`config.mk`:
```
export PLATFORM = sky130hd
export DESIGN_NAME = sorted_priority_queue_flat
export DESIGN_NICKNAME = d
export VERILOG_FILES = /design/src/rtl/spq_pkg.sv /design/src/rtl/spq_if.sv /design/src/rtl/spq_cell.sv /design/src/rtl/sorted_priority_queue.sv /design/src/flat_wrapper.sv
export VERILOG_INCLUDE_DIRS = /design/src /design/src/rtl
export SDC_FILE = /design/constraint.sdc
export NUM_CORES = 2
export LEC_CHECK = 0
export BUFFER_PORTS_ARGS = -buffer_cell sky130_fd_sc_hd__buf_2
export CAP_MARGIN = 0
export CELL_PAD_IN_SITES_DETAIL_PLACEMENT = 1
export CELL_PAD_IN_SITES_GLOBAL_PLACEMENT = 1
export CORE_UTILIZATION = 39
export DETAILED_ROUTE_END_ITERATION = 8
export PLACE_DENSITY_LB_ADDON = 0.1
export REMOVE_ABC_BUFFERS = 1
export SLEW_MARGIN = 20
export SYNTH_ARGS = -nofsm -noshare
export SYNTH_HDL_FRONTEND = slang
export SYNTH_SLANG_ARGS = --single-unit
```
`constraint.sdc`:
```
create_clock -name clk -period 7.11 [get_ports clk]
set_input_delay 1.0665 -clock clk [delete_from_list [all_inputs] [get_ports clk]]
set_output_delay 1.0665 -clock clk [all_outputs]
set_load 0.005 [all_outputs]
```
`src/rtl/sorted_priority_queue_assert.svh`:
```
// Assertion macros for the sorted priority queue.
// Included by the top level; no other dependencies.
`ifndef SORTED_PRIORITY_QUEUE_ASSERT_SVH
`define SORTED_PRIORITY_QUEUE_ASSERT_SVH

// Same-cycle implication, disabled in reset.
`define SPQ_ASSERT_NOW(lbl, clk_s, rstn_s, ante, cons) \
  lbl: assert property (@(posedge clk_s) disable iff (!rstn_s) (ante) |-> (cons)) \
    else $error("spq assertion failed");

// Next-cycle implication, disabled in reset.
`define SPQ_ASSERT_NEXT(lbl, clk_s, rstn_s, ante, cons) \
  lbl: assert property (@(posedge clk_s) disable iff (!rstn_s) (ante) |=> (cons)) \
    else $error("spq assertion failed");

`endif

```
`src/rtl/spq_pkg.sv`:
```
// Shared types and constants for the sorted priority queue.
// No dependencies.
package spq_pkg;

  localparam int DATA_W  = 32;
  localparam int PRIO_W  = 16;
  localparam int COUNT_W = 5;

  localparam logic MODE_PUSH = 1'b0;
  localparam logic MODE_POP  = 1'b1;

  typedef enum logic [1:0] {
    ST_DONE  = 2'd0,
    ST_FULL  = 2'd1,
    ST_EMPTY = 2'd2
  } spq_status_t;

  typedef logic signed [DATA_W-1:0] spq_data_t;
  typedef logic [PRIO_W-1:0]        spq_prio_t;

  // Operation broadcast to every cell.
  typedef struct packed {
    logic      push;
    logic      pop;
    spq_data_t data;
    spq_prio_t prio;
  } spq_op_t;

  typedef struct packed {
    spq_status_t        status;
    logic               popped_valid;
    spq_data_t          popped_data;
    spq_prio_t          popped_priority;
    spq_data_t          head_data;
    spq_prio_t          head_priority;
    logic               is_empty;
    logic [COUNT_W-1:0] entry_count;
  } spq_res_t;

endpackage

```
`src/rtl/spq_if.sv`:
```
// Valid/ready channel interfaces for the sorted priority queue.
// Depends on spq_pkg.
interface spq_in_if;
  logic                 valid;
  logic                 ready;
  logic                 mode;
  spq_pkg::spq_data_t   data_value;
  spq_pkg::spq_prio_t   priority_req;

  modport source (output valid, mode, data_value, priority_req, input ready);
  modport sink   (input valid, mode, data_value, priority_req, output ready);
endinterface

interface spq_out_if;
  logic                          valid;
  logic                          ready;
  logic [1:0]                    status;
  logic                          popped_valid;
  spq_pkg::spq_data_t            popped_data;
  spq_pkg::spq_prio_t            popped_priority;
  spq_pkg::spq_data_t            head_data;
  spq_pkg::spq_prio_t            head_priority;
  logic                          is_empty;
  logic [spq_pkg::COUNT_W-1:0]   entry_count;

  modport source (output valid, status, popped_valid, popped_data, popped_priority,
                  head_data, head_priority, is_empty, entry_count, input ready);
  modport sink   (input valid, status, popped_valid, popped_data, popped_priority,
                  head_data, head_priority, is_empty, entry_count, output ready);
endinterface

```
`src/rtl/spq_cell.sv`:
```
// One slot of the sorted chain: holds an entry, shifts right on insert, left on pop.
// Depends on spq_pkg.
module spq_cell (
  input  logic               clk,
  input  spq_pkg::spq_op_t   op,
  input  logic               occ,
  input  logic               left_keep,
  input  spq_pkg::spq_data_t left_data,
  input  spq_pkg::spq_prio_t left_prio,
  input  spq_pkg::spq_data_t right_data,
  input  spq_pkg::spq_prio_t right_prio,
  output spq_pkg::spq_data_t data,
  output spq_pkg::spq_prio_t prio,
  output logic               keep
);
  import spq_pkg::*;

  spq_data_t data_r;
  spq_prio_t prio_r;

  // Stays put on insert when it ranks at or above the new entry (ties keep arrival order).
  assign keep = occ && (prio_r >= op.prio);

  always_ff @(posedge clk) begin
    if (op.push && !keep) begin
      if (left_keep) begin
        data_r <= op.data;
        prio_r <= op.prio;
      end else begin
        data_r <= left_data;
        prio_r <= left_prio;
      end
    end else if (op.pop) begin
      data_r <= right_data;
      prio_r <= right_prio;
    end
  end

  assign data = data_r;
  assign prio = prio_r;

endmodule

```
`src/rtl/sorted_priority_queue.sv`:
```
// Sorted priority queue: valid/ready in/out channels, no configuration port.
// Each item on in_ch is a push (mode 0: data_value, priority_req) or a pop (mode 1).
// Entries live in a chain of QUEUE_DEPTH cells kept sorted by priority, head in
// cell 0; larger priority leaves first, equal priorities in arrival order.
// On a push every cell compares its priority with the new one in parallel and
// either holds, takes the new entry or takes its left neighbor; on a pop every
// cell takes its right neighbor.
// Each accepted item gives one result on out_ch in the next cycle: status, the
// removed entry on a pop, the head after the operation, empty flag and count.
// A push to a full queue is dropped (status 1); a pop on an empty queue gives
// status 2 and changes nothing.
// Throughput: one item per cycle while out_ch.ready is high; the result
// register frees in the same cycle it is taken. When the receiver stalls,
// the result is held and in_ch.ready drops until it is taken.
// Reset (rst_n low, synchronous) empties the queue and drops any pending
// result; cell contents are not cleared and are never shown while unused.
// Depends on spq_pkg, spq_if, spq_cell and sorted_priority_queue_assert.svh.
`include "sorted_priority_queue_assert.svh"

module sorted_priority_queue #(
  parameter int QUEUE_DEPTH = 16
) (
  input logic      clk,
  input logic      rst_n,
  spq_in_if.sink   in_ch,
  spq_out_if.source out_ch
);
  import spq_pkg::*;

  localparam int CW = $clog2(QUEUE_DEPTH + 1);

  logic [CW-1:0] count_r, count_nxt;
  logic          out_valid_r, out_valid_nxt;
  spq_res_t      res_r, res_nxt;

  spq_op_t   op;
  spq_data_t cell_data [QUEUE_DEPTH];
  spq_prio_t cell_prio [QUEUE_DEPTH];
  logic [QUEUE_DEPTH-1:0] keep;
  logic [QUEUE_DEPTH-1:0] occ;

  logic accept, is_pop, full, empty;
  spq_data_t head_d;
  spq_prio_t head_p;
  logic [CW+COUNT_W-1:0] count_ext;

  assign in_ch.ready = !out_valid_r || out_ch.ready;
  assign accept      = in_ch.valid && in_ch.ready;
  assign is_pop      = (in_ch.mode == MODE_POP);
  assign full        = (count_r == CW'(QUEUE_DEPTH));
  assign empty       = (count_r == '0);

  assign op.push = accept && !is_pop && !full;
  assign op.pop  = accept && is_pop && !empty;
  assign op.data = in_ch.data_value;
  assign op.prio = in_ch.priority_req;

  for (genvar i = 0; i < QUEUE_DEPTH; i++) begin : g_cell
    assign occ[i] = (count_r > CW'(i));
    if (i == 0) begin : g_first
      spq_cell u_cell (
        .clk       (clk),
        .op        (op),
        .occ       (occ[i]),
        .left_keep (1'b1),
        .left_data (op.data),
        .left_prio (op.prio),
        .right_data(cell_data[i+1]),
        .right_prio(cell_prio[i+1]),
        .data      (cell_data[i]),
        .prio      (cell_prio[i]),
        .keep      (keep[i])
      );
    end else if (i == QUEUE_DEPTH - 1) begin : g_last
      spq_cell u_cell (
        .clk       (clk),
        .op        (op),
        .occ       (occ[i]),
        .left_keep (keep[i-1]),
        .left_data (cell_data[i-1]),
        .left_prio (cell_prio[i-1]),
        .right_data(op.data),
        .right_prio(op.prio),
        .data      (cell_data[i]),
        .prio      (cell_prio[i]),
        .keep      (keep[i])
      );
    end else begin : g_mid
      spq_cell u_cell (
        .clk       (clk),
        .op        (op),
        .occ       (occ[i]),
        .left_keep (keep[i-1]),
        .left_data (cell_data[i-1]),
        .left_prio (cell_prio[i-1]),
        .right_data(cell_data[i+1]),
        .right_prio(cell_prio[i+1]),
        .data      (cell_data[i]),
        .prio      (cell_prio[i]),
        .keep      (keep[i])
      );
    end
  end

  always_comb begin
    count_nxt = count_r;
    if (op.push) begin
      count_nxt = count_r + CW'(1);
    end else if (op.pop) begin
      count_nxt = count_r - CW'(1);
    end
  end

  // Head after the operation.
  always_comb begin
    head_d = cell_data[0];
    head_p = cell_prio[0];
    if (op.push && !keep[0]) begin
      head_d = op.data;
      head_p = op.prio;
    end else if (op.pop) begin
      head_d = cell_data[1];
      head_p = cell_prio[1];
    end
  end

  assign count_ext = (CW + COUNT_W)'(count_nxt);

  always_comb begin
    res_nxt                 = res_r;
    res_nxt.status          = ST_DONE;
    res_nxt.popped_valid    = op.pop;
    res_nxt.popped_data     = op.pop ? cell_data[0] : '0;
    res_nxt.popped_priority = op.pop ? cell_prio[0] : '0;
    res_nxt.is_empty        = (count_nxt == '0);
    res_nxt.head_data       = res_nxt.is_empty ? '0 : head_d;
    res_nxt.head_priority   = res_nxt.is_empty ? '0 : head_p;
    res_nxt.entry_count     = count_ext[COUNT_W-1:0];
    if (!is_pop && full) begin
      res_nxt.status = ST_FULL;
    end else if (is_pop && empty) begin
      res_nxt.status = ST_EMPTY;
    end
  end

  assign out_valid_nxt = accept || (out_valid_r && !out_ch.ready);

  always_ff @(posedge clk) begin
    if (!rst_n) begin
      count_r     <= '0;
      out_valid_r <= 1'b0;
    end else begin
      count_r     <= count_nxt;
      out_valid_r <= out_valid_nxt;
    end
  end

  always_ff @(posedge clk) begin
    if (accept) begin
      res_r <= res_nxt;
    end
  end

  assign out_ch.valid           = out_valid_r;
  assign out_ch.status          = res_r.status;
  assign out_ch.popped_valid    = res_r.popped_valid;
  assign out_ch.popped_data     = res_r.popped_data;
  assign out_ch.popped_priority = res_r.popped_priority;
  assign out_ch.head_data       = res_r.head_data;
  assign out_ch.head_priority   = res_r.head_priority;
  assign out_ch.is_empty        = res_r.is_empty;
  assign out_ch.entry_count     = res_r.entry_count;

  `SPQ_ASSERT_NOW(a_count_bound, clk, rst_n, 1'b1, count_r <= CW'(QUEUE_DEPTH))
  `SPQ_ASSERT_NEXT(a_pop_dec, clk, rst_n, op.pop, count_r == $past(count_r) - CW'(1))
  `SPQ_ASSERT_NEXT(a_accept_result, clk, rst_n, accept, out_valid_r)
  `SPQ_ASSERT_NOW(a_pop_order, clk, rst_n,
    out_valid_r && res_r.popped_valid && !res_r.is_empty,
    res_r.popped_priority >= res_r.head_priority)

endmodule
```
`src/flat_wrapper.sv`:
```
// flat-port wrapper written by rule: the top's interface ports become plain ports
module sorted_priority_queue_flat import spq_pkg::*;
#(
  parameter int QUEUE_DEPTH = 16
)
  (clk, rst_n, in_ch_valid, in_ch_mode, in_ch_data_value, in_ch_priority_req, in_ch_ready, out_ch_valid, out_ch_status, out_ch_popped_valid, out_ch_popped_data, out_ch_popped_priority, out_ch_head_data, out_ch_head_priority, out_ch_is_empty, out_ch_entry_count, out_ch_ready);
  spq_in_if in_ch_i ();
  spq_out_if out_ch_i ();
  input logic clk;
  input logic rst_n;
  input wire logic [$bits(in_ch_i.valid)-1:0] in_ch_valid;
  input wire logic [$bits(in_ch_i.mode)-1:0] in_ch_mode;
  input wire logic [$bits(in_ch_i.data_value)-1:0] in_ch_data_value;
  input wire logic [$bits(in_ch_i.priority_req)-1:0] in_ch_priority_req;
  output wire logic [$bits(in_ch_i.ready)-1:0] in_ch_ready;
  output wire logic [$bits(out_ch_i.valid)-1:0] out_ch_valid;
  output wire logic [$bits(out_ch_i.status)-1:0] out_ch_status;
  output wire logic [$bits(out_ch_i.popped_valid)-1:0] out_ch_popped_valid;
  output wire logic [$bits(out_ch_i.popped_data)-1:0] out_ch_popped_data;
  output wire logic [$bits(out_ch_i.popped_priority)-1:0] out_ch_popped_priority;
  output wire logic [$bits(out_ch_i.head_data)-1:0] out_ch_head_data;
  output wire logic [$bits(out_ch_i.head_priority)-1:0] out_ch_head_priority;
  output wire logic [$bits(out_ch_i.is_empty)-1:0] out_ch_is_empty;
  output wire logic [$bits(out_ch_i.entry_count)-1:0] out_ch_entry_count;
  input wire logic [$bits(out_ch_i.ready)-1:0] out_ch_ready;
  assign in_ch_i.valid = in_ch_valid;
  assign in_ch_i.mode = in_ch_mode;
  assign in_ch_i.data_value = in_ch_data_value;
  assign in_ch_i.priority_req = in_ch_priority_req;
  assign in_ch_ready = in_ch_i.ready;
  assign out_ch_valid = out_ch_i.valid;
  assign out_ch_status = out_ch_i.status;
  assign out_ch_popped_valid = out_ch_i.popped_valid;
  assign out_ch_popped_data = out_ch_i.popped_data;
  assign out_ch_popped_priority = out_ch_i.popped_priority;
  assign out_ch_head_data = out_ch_i.head_data;
  assign out_ch_head_priority = out_ch_i.head_priority;
  assign out_ch_is_empty = out_ch_i.is_empty;
  assign out_ch_entry_count = out_ch_i.entry_count;
  assign out_ch_i.ready = out_ch_ready;
  sorted_priority_queue #(.QUEUE_DEPTH(QUEUE_DEPTH)) u_core (.clk(clk), .rst_n(rst_n), .in_ch(in_ch_i), .out_ch(out_ch_i));
endmodule
```
=== Word-level counts from Yosys, hierarchy flattened ===
Index checks and enable logic that the tools add are counted.

* Flip-flop bits (word level): 879
* Input port bits: 53
* Output and inout bits: 107
* Logic and storage cells: 254

* $add $sub $neg: 2
* Magnitude comparators: 32
* Eq/ne operators: 1
* Muxes and demuxes: 97
* Reduce and logical (&&, ||, !) cells: 80

{| class="wikitable"
|+ Operators by type and width
! kind !! number
|-
| $mux 32 || 47
|-
| $mux 16 || 47
|-
| $ge 16x16->1 || 16
|-
| $gt 5x4->1 const B || 8
|-
| $logic_and 1x1->1 || 40
|-
| $reduce_bool 2->1 || 15
|-
| $logic_not 1->1 || 21
|-
| $gt 5x3->1 const B || 4
|-
| $gt 5x1->1 const B || 2
|-
| $gt 5x2->1 const B || 2
|-
| $logic_not 5->1 || 2
|-
| $mux 5 || 2
|-
| $add 5x1->5 const B || 1
|-
| $eq 5x5->1 const B || 1
|-
| $sub 5x1->5 const B || 1
|-
| $logic_or 1x1->1 || 2
|-
| $mux 2 || 1
|}

=== Depth between registers and ports, before layout ===
* Depth in word-level cells: 8
* Gate-level depth with buffers: 12
* Mapped depth without buffers: 8

=== By module ===
A second synthesis with hierarchy kept.

* Cell total of the unflattened synthesis: 3,865
* Area, all modules: 54,258.3 sq um

{| class="wikitable"
|+ By module, submodules not included
! module !! instances !! cells an instance !! area each (sq um) !! sequential area each (sq um)
|-
| spq_cell (u_core.g_cell[0].g_first.u_cell ...) || 10 || 215 || 3,035.4 || 1,441.4
|-
| spq_cell (u_core.g_cell[4].g_mid.u_cell ...) || 6 || 214 || 3,047.9 || 1,441.4
|-
| sorted_priority_queue || 1 || 431 || 5,616.6 || 3,273.1
|}

=== Least setup slack after synthesis ===
Ideal clock, no wire load.

* Path kind: input to register
* Start point: input port out_ch_ready
* End point: register u_core.g_cell[15].g_last.u_cell.data_r[0], enable pin
* Setup time: 0.520 ns
* Arrival: 5.841 ns
* Data required time: 6.590 ns
* Slack: 0.749 ns
* Cell stages on the path: 6
* Buffers on the path: 1
* Cell sequence: nand2b_1 > clkbuf_1 > nand2_1 > inv_1 > nand3_2 > o21ai_0

* Word-level cells in the longest chain between the ends: 6
* Elaborated cells between the ends (all ways): 8
* Classes of those cells: reduce/logical: 8

{| class="wikitable"
|+ Ends and longest elaborated chain
! element !! RTL line !! source
|-
| start, declared || flat_wrapper.sv:25 || <nowiki>input wire logic [$bits(out_ch_i.ready)-1:0] out_ch_ready;</nowiki>
|-
| $logic_or 1x1->1 (*) || sorted_priority_queue.sv:47 || <nowiki>assign in_ch.ready = !out_valid_r || out_ch.ready;</nowiki>
|-
| named net in_ch_ready || flat_wrapper.sv:15 || <nowiki>output wire logic [$bits(in_ch_i.ready)-1:0] in_ch_ready;</nowiki>
|-
| $logic_and 1x1->1 (*) || sorted_priority_queue.sv:48 || <nowiki>assign accept = in_ch.valid && in_ch.ready;</nowiki>
|-
| $logic_and 1x1->1 (2 in series) || sorted_priority_queue.sv:53 || <nowiki>assign op.push = accept && !is_pop && !full;</nowiki>
|-
| $logic_and 1x1->1 || spq_cell.sv:25 || <nowiki>if (op.push && !keep) begin</nowiki>
|-
| $reduce_bool 2->1 (no line) (*) || -- ||
|-
| end signal, assigned || spq_cell.sv:27 || <nowiki>data_r <= op.data;</nowiki>
|-
| end signal, assigned || spq_cell.sv:30 || <nowiki>data_r <= left_data;</nowiki>
|-
| end signal, assigned || spq_cell.sv:34 || <nowiki>data_r <= right_data;</nowiki>
|-
| end, declared || spq_cell.sv:18 || <nowiki>spq_data_t data_r;</nowiki>
|}

The timed path passes the listed nets; every way through them passes the cells marked *.
A chain may end at the register's enable or synchronous reset.

=== Final worst setup path ===
* Start point: input port in_ch_priority_req[15]
* End point: register u_core.g_cell[11].g_mid.u_cell.data_r[16], enable pin

* Word-level cells in the longest chain between the ends: 5

{| class="wikitable"
|+ Ends and longest elaborated chain
! element !! RTL line !! source
|-
| start, declared || flat_wrapper.sv:14 || <nowiki>input wire logic [$bits(in_ch_i.priority_req)-1:0] in_ch_priority_req;</nowiki>
|-
| $ge 16x16->1 || spq_cell.sv:22 || <nowiki>assign keep = occ && (prio_r >= op.prio);</nowiki>
|-
| $logic_and 1x1->1 || spq_cell.sv:22 ||
|-
| $logic_not 1->1 || spq_cell.sv:25 ||
|-
| $logic_and 1x1->1 || spq_cell.sv:25 ||
|-
| $reduce_bool 2->1 (no line) || -- ||
|-
| end signal, assigned || spq_cell.sv:27 ||
|-
| end signal, assigned || spq_cell.sv:30 ||
|-
| end signal, assigned || spq_cell.sv:34 ||
|-
| end, declared || spq_cell.sv:18 ||
|}

No other way between the ends.

==> metrics.yaml <==
finish:
  n_antenna_cell: 0
  drive_above_1_share_pct: 17.13
  syn2layout_area_growth_pct: 11.11
  finish.net_count: 5532
  mostFrequentLayoutCells: "sky130_fd_sc_hd__edfxtp_1, sky130_fd_sc_hd__o21ai_0, sky130_fd_sc_hd__mux2_2"
  layout.cells.non_filler: 7195
  layout.cells.most_common: "sky130_fd_sc_hd__edfxtp_1"
die:
  dieWidth_um: 381.4
  core_area_um2: 142100
  ios: 160
  row_count: 138
  initial_core_util_pct: 39.51
  die_y_um: 381.4
  die_area_um2: 145500
setup_path:
  arrival_ns: 5.81
  worst_r2r_endpoint: "u_core.out_ch.head_priority[9]$_SDFFCE_PP0N_"
  critical_path.cell_chain: "buf_2, clkinv_1, ha_1, o21ai_0, nor2_1, or2_2, a211o_2, a21oi_4, buf_4, or2_2, buf_4"
  start_kind: "input port"
  timing_worst_setup_path_type: "input port to register"
  worst_setup_path_endpoint: "u_core.g_cell[11].g_mid.u_cell.data[16]$_DFFE_PP_"
  critical-path-top-delay-family: "buffers and inverters"
  worst_path_max_delay_cell: "sky130_fd_sc_hd__clkinv_1"
  max_stage_delay_ns: 1.10
  worst-endpoint-required_ns: 7.46
  cp_num_cells: 11
  critical_path.n_buffers_inverters: 4
  crit_path_start: "in_ch_priority_req[15]"
  end_kind: "register"
  critical_path_peak_fanout: 49
  worst-r2r-cell-count: 10
  timing.reg2reg.setup_slack_ns: 2.67
  rr_startpoint: "u_core.count_r[1]$_SDFF_PN0_"
power:
  power.switching_mw: 9.562
  sw_frac_of_total_pct: 40.44
  power_density_nw_per_um2: 379.1
  share_of_total_power_in_the_clock_network_pct: 24.4
  totalPowerFinal_mw: 23.65
  share_comb_of_total_power_pct: 38.9
  power.internal_mw: 14.08
  leakagePower_nw: 22.04
  power.sequential.fraction_pct: 36.7
  peakVddDrop_v: 0.0003342
run:
  max_cap_viol_count: 0
synthesis:
  synth_sequential_area_ratio_pct: 46.05
  syn-mean-instance-area_um2: 10.44
  ys_ff_latch: 879
  cell_accounting_for_the_most_synthesized_area: "sky130_fd_sc_hd__edfxtp_1"
  synthCells: 5378
  ys_warn_count: 0
  synth.top_cell.area_share_pct: 44.13
  synth-async-reset-ratio_pct: 0
  synth_top_cells_by_area: "sky130_fd_sc_hd__edfxtp_1, sky130_fd_sc_hd__mux2_2, sky130_fd_sc_hd__ha_1, sky130_fd_sc_hd__mux2i_1, sky130_fd_sc_hd__o21ai_0"
  synth-edff-count: 825
  post_synth_num_cell_types: 82
  synth_ff_type: "sky130_fd_sc_hd__edfxtp_1"
  synthesized_cell_area_um2: 56140
outcome:
  run_status: "finished clean"
timing:
  final_period_utilization_pct: 76.78
  drv_slew: 0
  hold_violations: 0
  final-setup-viol-count: 0
  worst_slew_pin_slew_ns: 1.199
  timing.fmax_ghz: 0.1832
  timing.clock.skew_ns: 0.02254
  final_critical_path_setup_slack_ns: 1.651
  fin_crit_ns: 5.459
  unrepaired_setup_endpoints_after_global_routing: "no"
  fin_setup_tns_ns: 0
  maxSlewHeadroom_pct: 19.98
clock_network:
  clk_root_buffer_cell: "sky130_fd_sc_hd__clkbuf_16"
  clk-insertion-delay-late_ns: 0.74
  htree_levels: 3
  cts-resized-gates: 0
  cts_tree: "built"
  cts.path.max_buffers: 3
  number_of_buffers_inserted_by_post_cts_setup_repair: 0
  clock_sinks: 879
  cts-hold-fix-buffers: 0
  tritoncts.num_buffers: 108
  clk_pin_slew_worst_paths_ns: 0.06
global_routing:
  grt_pass1_wl_um: 317000
  grt_start_max_net_pins: 101
  antenna_found_initial: 3
  globalRouteTotalUtil_pct: 28.23
  grt_overflow: 0
  grt_pass1_vias: 46920
detailed_routing:
  via_count: 46780
  dr.first_iter.drc_count: 4275
  totalWireLength_um: 210100
  drc: 0
  antenna_viol_nets_final: 0
  avgViaCountPerCell: 6.502
  wl_per_cell_um: 29.19
  drt_pass1_iterations: 5
placement:
  place.port_buffers: 159
  globalplace.congestion: 0.8612
  detailedPlacementHpwl_um: 139800
  preCtsSetupSlack_ns: 1.271
  numPlacedInstances: 6997
worst_hold_path:
  hold_path_class: "register to register"
metal layers:
layer / share of wire (%) / global-route usage (%) / vias up
li1: - / - / 20620
met1: 48 / 42.66 / 24370
met2: 44 / 42.55 / 1573
met3: 6.1 / 3.593 / 223
met4: 1.7 / 6.418 / 0
met5: 0 / 0 / -
flip-flops by register name, summed over array words and instances (netlist names), 2 cells and up:
name and count:
u_core.g_cell.g_mid.u_cell.prio 224, u_core.out_ch.popped_priority 16, u_core.out_ch.head_data 32, u_core.out_ch.entry_count 5, u_core.out_ch.status 2, u_core.g_cell.g_last.u_cell.prio 16, u_core.count_r 5, u_core.out_ch.popped_data 32
u_core.out_ch.head_priority 16, u_core.g_cell.g_first.u_cell.prio 16, u_core.g_cell.g_mid.u_cell.data 448, u_core.g_cell.g_first.u_cell.data 32, u_core.g_cell.g_last.u_cell.data 32
layout make-up:
cell class              instances  area (um2)
clock inverters                58       686.9
multi-input cells            3715       27730
fillers                     15280       79720
inverters                     208       785.8
well taps                    1890        2365
flip-flops and latches        879       25850
repair buffers                305        2067
clock buffers                 140        2893
power by group through the flow:
| stage | registers, mW | clock network [mW] | logic (mW) |
|---|---|---|---|
| after floorplan | 8.21 | 0 | 5.95 |
| after global placement | 8.71 | 0 | 8.82 |
| after detailed placement | 8.74 | 0 | 9.09 |
| after CTS | 8.64 | 5.87 | 9.13 |
| after global routing | 8.81 | 6.03 | 9.98 |
| final | 8.69 | 5.76 | 9.20 |
through the flow:
step | util, % | hold WS (ns) | area, um2
2_1_floorplan | - | 0.5310 | 53790
3_3_place_gp | 41.37 | 0.5555 | 58790
3_5_place_dp | 41.37 | 0.5688 | 58790
4_1_cts | 43.89 | 0.5536 | 62370
5_1_grt | 43.90 | 0.5943 | 62380
6_report | 43.90 | 0.5729 | 62380
cells by family (layout without fill, tap and decap cells):
kind of cell | Yosys count | in the layout | synth area share (%)
muxes | 624 | 624 | 11.91
buffers and inverters | 784 | 711 | 5.581
xor gates and xnor gates | 3 | 3 | 0.04681
DFF | 879 | 879 | 46.05
AOI/OAI and AO/OA | 1575 | 1575 | 19.34
and+or+nand+nor | 1251 | 1251 | 11.23
adders and majority gates | 262 | 262 | 5.839
worst min-delay path by stage:
stage / startpoint / endpoint / cells after the start
2_1_floorplan: u_core.g_cell[14].g_mid.u_cell.data[13]$_DFFE_PP_ / u_core.g_cell[15].g_last.u_cell.data[13]$_DFFE_PP_ / 1
3_3_place_gp: u_core.g_cell[6].g_mid.u_cell.data[26]$_DFFE_PP_ / u_core.g_cell[5].g_mid.u_cell.data[26]$_DFFE_PP_ / 1
3_5_place_dp: u_core.g_cell[14].g_mid.u_cell.data[30]$_DFFE_PP_ / u_core.g_cell[15].g_last.u_cell.data[30]$_DFFE_PP_ / 1
4_1_cts: rst_n / u_core.count_r[4]$_SDFF_PN0_ / 2
5_1_grt: u_core.g_cell[14].g_mid.u_cell.data[10]$_DFFE_PP_ / u_core.g_cell[13].g_mid.u_cell.data[10]$_DFFE_PP_ / 1
6_report: u_core.g_cell[14].g_mid.u_cell.data[30]$_DFFE_PP_ / u_core.g_cell[15].g_last.u_cell.data[30]$_DFFE_PP_ / 1
cells in the mapped netlist (177+ instances only):
| master | number |
|---|---|
| sky130_fd_sc_hd__mux2i_1 | 274 |
| sky130_fd_sc_hd__ha_1 | 262 |
| sky130_fd_sc_hd__mux2_2 | 344 |
| sky130_fd_sc_hd__inv_1 | 206 |
| sky130_fd_sc_hd__a31oi_1 | 247 |
| sky130_fd_sc_hd__nor3_1 | 206 |
| sky130_fd_sc_hd__nand3_1 | 300 |
| sky130_fd_sc_hd__clkbuf_1 | 440 |
| sky130_fd_sc_hd__a21oi_1 | 177 |
| sky130_fd_sc_hd__edfxtp_1 | 825 |
| sky130_fd_sc_hd__o21ai_0 | 380 |
| sky130_fd_sc_hd__nand2_1 | 272 |
| sky130_fd_sc_hd__a311oi_1 | 191 |
(Power assumes the default switching activity.)
